<file path="config.mk">
export PLATFORM = sky130hd
export DESIGN_NAME = dns_name_keyword_filter_flat
export DESIGN_NICKNAME = d
export VERILOG_FILES = /design/src/rtl/core/dnkf_pkg.sv /design/src/rtl/core/dnkf_if.sv /design/src/rtl/core/dns_name_keyword_filter.sv /design/src/rtl/core/dnkf_step.sv /design/src/flat_wrapper.sv
export SDC_FILE = /design/constraint.sdc
export NUM_CORES = 1
export LEC_CHECK = 0
export BUFFER_PORTS_ARGS = -buffer_cell sky130_fd_sc_hd__buf_4
export CAP_MARGIN = 20
export CORE_AREA = 2 2 83 117
export CTS_CLUSTER_DIAMETER = 30
export CTS_CLUSTER_SIZE = 25
export DETAILED_ROUTE_END_ITERATION = 12
export DIE_AREA = 0 0 85 119
export HOLD_SLACK_MARGIN = 0.05
export PLACE_DENSITY = 0.58
export SLEW_MARGIN = 10
export SYNTH_ARGS = -nofsm -noshare
export SYNTH_HDL_FRONTEND = slang
export SYNTH_SLANG_ARGS = --single-unit
</file>
<file path="constraint.sdc">
create_clock -name i_clk -period 4 [get_ports i_clk]
set_clock_uncertainty 0.05 [all_clocks]
set_input_delay 0.4 -clock i_clk [delete_from_list [all_inputs] [get_ports i_clk]]
set_output_delay 0.4 -clock i_clk [all_outputs]
set_load 0.03 [all_outputs]
</file>
<file path="src/rtl/core/dnkf_pkg.sv">
// Shared types, constants and helpers of the DNS name keyword filter.
package dnkf_pkg;

    localparam int unsigned BYTE_W   = 8;
    localparam int unsigned HIST_W   = 48;
    localparam int unsigned LABEL_W  = 6;

    // Keywords, first character in the highest byte.
    localparam logic [39:0] KW_PHISH   = 40'h7068697368;
    localparam logic [39:0] KW_TRACK   = 40'h747261636B;
    localparam logic [47:0] KW_ADSERV  = 48'h616473657276;
    localparam logic [55:0] KW_MALWARE = 56'h6D616C77617265;

    localparam logic [BYTE_W-1:0] SEP_CHAR  = 8'h2E;
    localparam logic [BYTE_W-1:0] DASH_CHAR = 8'h2D;

    // Parser state carried from one name byte to the next.
    typedef struct packed {
        logic [HIST_W-1:0]  recent_bytes;
        logic [LABEL_W-1:0] label_left;
        logic               in_name;
        logic               saw_bad;
        logic               saw_keyword;
    } t_name_state;

    typedef struct packed {
        logic verdict;
        logic bad_character;
        logic keyword_hit;
    } t_verdict;

    // Letters, digits and '-' are legal inside a label.
    function automatic logic allowed_char(input logic [BYTE_W-1:0] c);
        logic ok;
        ok = ((c >= 8'h30) && (c <= 8'h39)) ||
             ((c >= 8'h41) && (c <= 8'h5A)) ||
             ((c >= 8'h61) && (c <= 8'h7A)) ||
             (c == DASH_CHAR);
        return ok;
    endfunction

endpackage

</file>
<file path="src/rtl/core/dnkf_if.sv">
// Valid/ready channel interfaces for name bytes and verdicts.
interface dnkf_in_if;
    logic       valid;
    logic       ready;
    logic [7:0] data_byte;
    logic       start_req;
    logic       payload_end;

    modport source (output valid, output data_byte, output start_req,
                    output payload_end, input ready);
    modport sink   (input valid, input data_byte, input start_req,
                    input payload_end, output ready);
endinterface

interface dnkf_out_if;
    logic valid;
    logic ready;
    logic verdict;
    logic bad_character;
    logic keyword_hit;

    modport source (output valid, output verdict, output bad_character,
                    output keyword_hit, input ready);
    modport sink   (input valid, input verdict, input bad_character,
                    input keyword_hit, output ready);
endinterface

</file>
<file path="src/rtl/core/dns_name_keyword_filter.sv">
// Top level of the DNS question-name keyword filter.
// Takes the bytes of a DNS question name in wire format, one per transfer on
// i_in, and gives one verdict transfer on o_out per name: block (1) when a
// label held a byte other than a letter, digit or '-', when a length byte was
// above 63, or when "phish", "malware", "track" or "adserv" appeared in the
// dotted name (length bytes count as '.'). A name begins at a byte with
// start_req set and ends at a zero length byte or at payload_end; bytes
// outside a name give nothing. Rate: one byte per clock when o_out is not
// stalled; the byte that ended the name passes the input register, then the
// single-pass parser into the result register, which gives the verdict. No
// clearing pass after reset.
module dns_name_keyword_filter (
    input  logic              i_clk,
    input  logic              i_rst_n,
    dnkf_in_if.sink           i_in,
    dnkf_out_if.source        o_out
);
    import dnkf_pkg::*;

    // Input register
    logic              r_s1_valid;
    logic [BYTE_W-1:0] r_s1_byte;
    logic              r_s1_start;
    logic              r_s1_end;

    // Parser state
    t_name_state r_state;
    t_name_state n_state;

    // Result register
    logic     r_out_valid;
    t_verdict r_out;

    logic     step_emit;
    t_verdict step_result;
    logic     out_free;
    logic     s1_advance;

    // Result register can take a new verdict when empty or being drained.
    assign out_free   = !r_out_valid || o_out.ready;
    assign s1_advance = r_s1_valid && out_free;
    assign i_in.ready = !r_s1_valid || out_free;

    dnkf_step u_step (
        .i_state       (r_state),
        .i_data_byte   (r_s1_byte),
        .i_start_req   (r_s1_start),
        .i_payload_end (r_s1_end),
        .o_state       (n_state),
        .o_emit        (step_emit),
        .o_result      (step_result)
    );

    always_ff @(posedge i_clk) begin
        if (!i_rst_n) begin
            r_s1_valid  <= 1'b0;
            r_out_valid <= 1'b0;
            r_state     <= '0;
        end else begin
            if (i_in.ready) begin
                r_s1_valid <= i_in.valid;
            end
            if (s1_advance) begin
                r_state <= n_state;
            end
            if (out_free) begin
                r_out_valid <= s1_advance && step_emit;
            end
        end
    end

    // Payload registers
    always_ff @(posedge i_clk) begin
        if (i_in.valid && i_in.ready) begin
            r_s1_byte  <= i_in.data_byte;
            r_s1_start <= i_in.start_req;
            r_s1_end   <= i_in.payload_end;
        end
        if (s1_advance && step_emit) begin
            r_out <= step_result;
        end
    end

    assign o_out.valid         = r_out_valid;
    assign o_out.verdict       = r_out.verdict;
    assign o_out.bad_character = r_out.bad_character;
    assign o_out.keyword_hit   = r_out.keyword_hit;

endmodule

</file>
<file path="src/rtl/core/dnkf_step.sv">
// One-byte step of the wire-format name parser and keyword matcher.
module dnkf_step (
    input  dnkf_pkg::t_name_state i_state,
    input  logic [7:0]            i_data_byte,
    input  logic                  i_start_req,
    input  logic                  i_payload_end,
    output dnkf_pkg::t_name_state o_state,
    output logic                  o_emit,
    output dnkf_pkg::t_verdict    o_result
);
    import dnkf_pkg::*;

    t_name_state     base;
    logic [BYTE_W-1:0] push_char;
    logic            do_push;
    logic [55:0]     window;
    logic            kw_match;
    logic            done;
    logic            bad_now;

    always_comb begin
        base = i_state;
        if (i_start_req) begin
            base.recent_bytes = '0;
            base.label_left   = '0;
            base.saw_bad      = 1'b0;
            base.saw_keyword  = 1'b0;
            base.in_name      = 1'b1;
        end
    end

    // Length byte or label byte
    always_comb begin
        done      = 1'b0;
        bad_now   = 1'b0;
        do_push   = 1'b0;
        push_char = i_data_byte;
        o_state   = base;
        if (base.label_left == '0) begin
            if (i_data_byte == '0) begin
                done = 1'b1;
            end else if (i_data_byte[7:6] != 2'b00) begin
                // compression pointer or reserved form
                bad_now = 1'b1;
                done    = 1'b1;
            end else begin
                o_state.label_left = i_data_byte[LABEL_W-1:0];
                push_char          = SEP_CHAR;
                do_push            = 1'b1;
            end
        end else begin
            o_state.label_left = base.label_left - LABEL_W'(1);
            bad_now            = !allowed_char(i_data_byte);
            do_push            = 1'b1;
        end

        window   = {base.recent_bytes, push_char};
        kw_match = (window[39:0] == KW_PHISH) || (window[39:0] == KW_TRACK) ||
                   (window[47:0] == KW_ADSERV) || (window == KW_MALWARE);

        if (do_push) begin
            o_state.recent_bytes = window[HIST_W-1:0];
        end
        o_state.saw_bad     = base.saw_bad | bad_now;
        o_state.saw_keyword = base.saw_keyword | (do_push & kw_match);

        if (i_payload_end) begin
            done = 1'b1;
        end
        o_emit = base.in_name & done;
        if (!base.in_name) begin
            o_state = base;
        end else if (done) begin
            o_state.in_name    = 1'b0;
            o_state.label_left = '0;
        end

        o_result.bad_character = o_state.saw_bad;
        o_result.keyword_hit   = o_state.saw_keyword;
        o_result.verdict       = o_state.saw_bad | o_state.saw_keyword;
    end

endmodule

</file>
<file path="src/flat_wrapper.sv">
// flat-port wrapper written by rule: the top's interface ports become plain ports
module dns_name_keyword_filter_flat import dnkf_pkg::*;
  (i_clk, i_rst_n, i_in_valid, i_in_data_byte, i_in_start_req, i_in_payload_end, i_in_ready, o_out_valid, o_out_verdict, o_out_bad_character, o_out_keyword_hit, o_out_ready);
  dnkf_in_if i_in_i ();
  dnkf_out_if o_out_i ();
  input  logic i_clk;
  input  logic i_rst_n;
  input wire logic [$bits(i_in_i.valid)-1:0] i_in_valid;
  input wire logic [$bits(i_in_i.data_byte)-1:0] i_in_data_byte;
  input wire logic [$bits(i_in_i.start_req)-1:0] i_in_start_req;
  input wire logic [$bits(i_in_i.payload_end)-1:0] i_in_payload_end;
  output wire logic [$bits(i_in_i.ready)-1:0] i_in_ready;
  output wire logic [$bits(o_out_i.valid)-1:0] o_out_valid;
  output wire logic [$bits(o_out_i.verdict)-1:0] o_out_verdict;
  output wire logic [$bits(o_out_i.bad_character)-1:0] o_out_bad_character;
  output wire logic [$bits(o_out_i.keyword_hit)-1:0] o_out_keyword_hit;
  input wire logic [$bits(o_out_i.ready)-1:0] o_out_ready;
  assign i_in_i.valid = i_in_valid;
  assign i_in_i.data_byte = i_in_data_byte;
  assign i_in_i.start_req = i_in_start_req;
  assign i_in_i.payload_end = i_in_payload_end;
  assign i_in_ready = i_in_i.ready;
  assign o_out_valid = o_out_i.valid;
  assign o_out_verdict = o_out_i.verdict;
  assign o_out_bad_character = o_out_i.bad_character;
  assign o_out_keyword_hit = o_out_i.keyword_hit;
  assign o_out_i.ready = o_out_ready;
  dns_name_keyword_filter u_core (.i_clk(i_clk), .i_rst_n(i_rst_n), .i_in(i_in_i), .o_out(o_out_i));
endmodule
</file>
==> Flow_metrics.wiki <==
{| class="wikitable"
! Metric !! Value
|-
| Final setup violating endpoints || 0
|-
| Count of flip-flops with a built-in enable after synthesis || 13
|-
| Min-Delay Path Depth || 1
|-
| Area Growth Syn to Fin || 15.3%
|-
| Worst setup EP type || flip-flop
|-
| Number of different library cells in the post-synthesis netlist || 60
|-
| CTS H-Tree Depth || 3
|-
| Overflow after GRT || 0
|-
| Cell type with the largest total area after synthesis || sky130_fd_sc_hd__dfxtp_1
|-
| Final Hold Viols || 0
|-
| Critical R2R Capture || u_core.o_out.verdict$_DFFE_PP_
|-
| Number of rows in the core area || 42
|-
| Final Max Slew Viols || 0
|-
| All-Layer GR Usage || 14.7%
|-
| Area of the core region || 9200 um^2
|-
| Setup bufs post-CTS || 0
|-
| Number of search-and-repair iterations in the first detailed-routing pass || 4
|-
| Initial antenna violation count || 0
|-
| Root buffer cell || sky130_fd_sc_hd__clkbuf_16
|-
| Clock period minus final worst setup slack || 2.87 ns
|-
| IR Drop Worst-Case VDD || 0.200 mV
|-
| Share of layout cells above drive strength 1 || 17.5%
|-
| Number of routed nets with antenna violations || 0
|-
| Buffers from clock root to sink, at most || 2
|-
| Critical Path AT || 2.89 ns
|-
| Transition time at the pin with the least slew margin || 0.957 ns
|-
| CTS buffer count || 9
|-
| Routed wire per std cell || 16.9 um
|-
| Most area-consuming cells after synthesis || sky130_fd_sc_hd__dfxtp_1, sky130_fd_sc_hd__edfxtp_1, sky130_fd_sc_hd__a22o_1
|-
| Internal reg-to-reg setup slack || 1.13 ns
|-
| Data required, critical path || 4.01 ns
|-
| Initial cell density of the core || 33.7%
|-
| Count of buffers inserted at the top-level ports || 18
|-
| Layout Utilization || 38.8%
|-
| Sequential share of the synthesized area || 50.8%
|-
| Clock sinks || 72
|-
| Maximum number of pins on one net before global-route repair || 48
|-
| RR Startpoint || u_core.r_s1_start$_DFFE_PP_
|-
| Power per standard cell area || 464 nW/um^2
|-
| Clock-pin slew of the registers on the worst-case setup and hold paths || 0.06 ns
|-
| Warnings, synthesis || 0
|-
| Final Routed Wirelength || 6970 um
|-
| Average cell area after synthesis || 11.0 um^2
|-
| Number of cells produced by synthesis || 282
|-
| Total via count after detailed routing || 2,256
|-
| DRC Markers || 0
|-
| Classification of the worst setup path || flip-flop to flip-flop
|-
| CTS tree || done
|-
| Most used cells in the layout excluding fill and tap cells || sky130_fd_sc_hd__dfxtp_1, sky130_fd_sc_hd__a22o_1, sky130_fd_sc_hd__buf_4
|-
| Clk Latency, worst-skew pair || 0.34 ns
|-
| Number of cells on the worst reg-to-reg path || 9
|-
| Number of maximum-capacitance constraint violations || 0
|-
| Hold Crit Class || input pin to flip-flop
|-
| Worst Path Max Fanout || 19
|-
| Max Freq || 348 MHz
|-
| Chip width || 85 um
|-
| Setup repair after global routing missed its margin || false
|-
| Endpoint with the worst hold slack || u_core.r_s1_byte[1]$_DFFE_PP_
|-
| Fraction of registers with async set/reset || 0%
|-
| Status || complete, no violations
|-
| Ports placed on the boundary || 19
|-
| Vertical extent of the die || 119 um
|-
| Cell Area, Synth || 3100 um^2
|-
| Hold-fix buffers at CTS || 0
|-
| Final estimated routing congestion in global placement || 0.932
|-
| Nets || 314
|-
| Leading cell type in the layout, fill and taps excluded || sky130_fd_sc_hd__dfxtp_1
|-
| Number of global-route vias before repair || 2,290
|-
| Share of the cycle needed by the critical path after routing || 71.9%
|-
| Overall die area || 10,100 um^2
|-
| Synth Register Bits || 72
|-
| Launch instance of the worst min-delay path || i_in_data_byte[1]
|-
| Detailed-route vias per instance || 5.46
|-
| Fraction of synthesized cell area taken by the top area cell type || 38.2%
|-
| Final antenna diode count || 0
|-
| Static leakage || 1.26 nW
|-
| Crit path launch type || flip-flop
|-
| Tightest slew margin relative to the limit || 35.7%
|-
| Total negative slack || 0 ns
|-
| Global-route wire length before repair || 11,400 um
|-
| CTS resizes || 0
|-
| Predominant post-synthesis flop cell || sky130_fd_sc_hd__dfxtp_1
|-
| Synthesized net count || 298
|-
| First DRT Iteration DRCs || 186
|-
| # fillers || 889
|-
| DP HPWL || 4910 um
|}
[cell usage after synthesis, drive strengths merged, types with 2 or more instances]
library cell  instances
a2111oi               2
a21oi                10
a22o                 43
and2                  3
buf                  13
clkbuf                3
dfxtp                59
edfxtp               13
ha                    2
inv                   5
nand2                13
nand3                 6
nand3b                3
nand4                 6
nand4b                4
nor2                 20
nor2b                 9
nor3                 13
nor4                  5
nor4bb                3
o211ai                2
o21a                  2
o21ai                 9
o2bb2ai               4
o31ai                 2
o41ai                 2
or3                   3
or4b                  2
xor2                  2
[how the worst max path moves through the flow]
stage                                startpoint  slack (ns)                              to
detailed placement  u_core.r_s1_start$_DFFE_PP_        1.17  u_core.o_out.verdict$_DFFE_PP_
CTS                 u_core.r_s1_start$_DFFE_PP_        1.16  u_core.o_out.verdict$_DFFE_PP_
finish              u_core.r_s1_start$_DFFE_PP_        1.13  u_core.o_out.verdict$_DFFE_PP_
global placement    u_core.r_s1_start$_DFFE_PP_        1.23  u_core.o_out.verdict$_DFFE_PP_
global route        u_core.r_s1_start$_DFFE_PP_        0.90  u_core.o_out.verdict$_DFFE_PP_
floorplan           u_core.r_s1_start$_DFFE_PP_        1.85  u_core.o_out.verdict$_DFFE_PP_
[per-layer routing]
layer	wire length, um	up-vias	part of all wire, %	GRT usage [%]
met4	184	0	2.6	7.64
met3	200	17	2.9	4.09
met2	3670	34	53	25.5
met5	0	-	0	0
li1	-	1122	-	-
met1	2910	1083	42	15.9
[worst max-delay path, cell delays in order, from the launching register on]
cell and delay [ns]:
sky130_fd_sc_hd__edfxtp_1 0.35, sky130_fd_sc_hd__buf_4 0.21, sky130_fd_sc_hd__inv_1 0.18, sky130_fd_sc_hd__nand2_1 0.10, sky130_fd_sc_hd__ha_1 0.25, sky130_fd_sc_hd__o21ai_1 0.53, sky130_fd_sc_hd__o21ai_0 0.21, sky130_fd_sc_hd__a221oi_1 0.43
sky130_fd_sc_hd__or2_2 0.20, sky130_fd_sc_hd__o211ai_1 0.08
[area by class of cell]
class                      instances  area, um^2  area share (%)
sequential                        72        1570            44.0
multi-input combinational        189        1370            38.4
clock buffer                      10         250            7.01
timing repair buffer              21         158            4.42
tap                              110         138            3.86
clock inverter                     6        63.8            1.79
inverter                           5        18.8           0.526
[power breakdown]
part / total, mW / internal, mW / switching [mW]
clock: 0.829 / 0.521 / 0.308
combinational: 0.0668 / 0.0259 / 0.0408
sequential: 0.762 / 0.749 / 0.0134
[cell families (layout without fill, tap and decap cells)]
group | Yosys count | after routing | share of synthesized area (%)
AO/OA/AOI/OAI | 87 | 87 | 22.9
XOR/XNOR | 3 | 3 | 0.849
adder cells (fa/ha/maj) | 2 | 2 | 0.808
flip-flops | 72 | 72 | 50.8
buffers and inverters | 21 | 42 | 5.05
multiplexers | 2 | 2 | 0.687
AND/OR/NAND/NOR | 95 | 95 | 18.9
[per-stage QoR]
step                cells  area [um^2]  setup WS, ns  hold WS, ns  total power [mW]
floorplan             282         3100          1.85        0.383             0.823
global placement      397         3260          1.23        0.406             0.844
detailed placement    397         3260          1.17        0.405             0.845
CTS                   413         3570          1.16        0.178              1.68
global route          413         3570         0.899        0.173              1.72
finish                413         3570          1.13        0.186              1.66
[registers in the layout, summed over array words and instances (netlist names)]
name,count
u_core.r_s1_end,1
u_core.r_state,57
u_core.o_out.verdict,1
u_core.o_out.valid,1
u_core.r_s1_start,1
u_core.r_s1_byte,8
u_core.o_out.bad_character,1
u_core.r_s1_valid,1
u_core.o_out.keyword_hit,1
(Power assumes the default switching activity.)
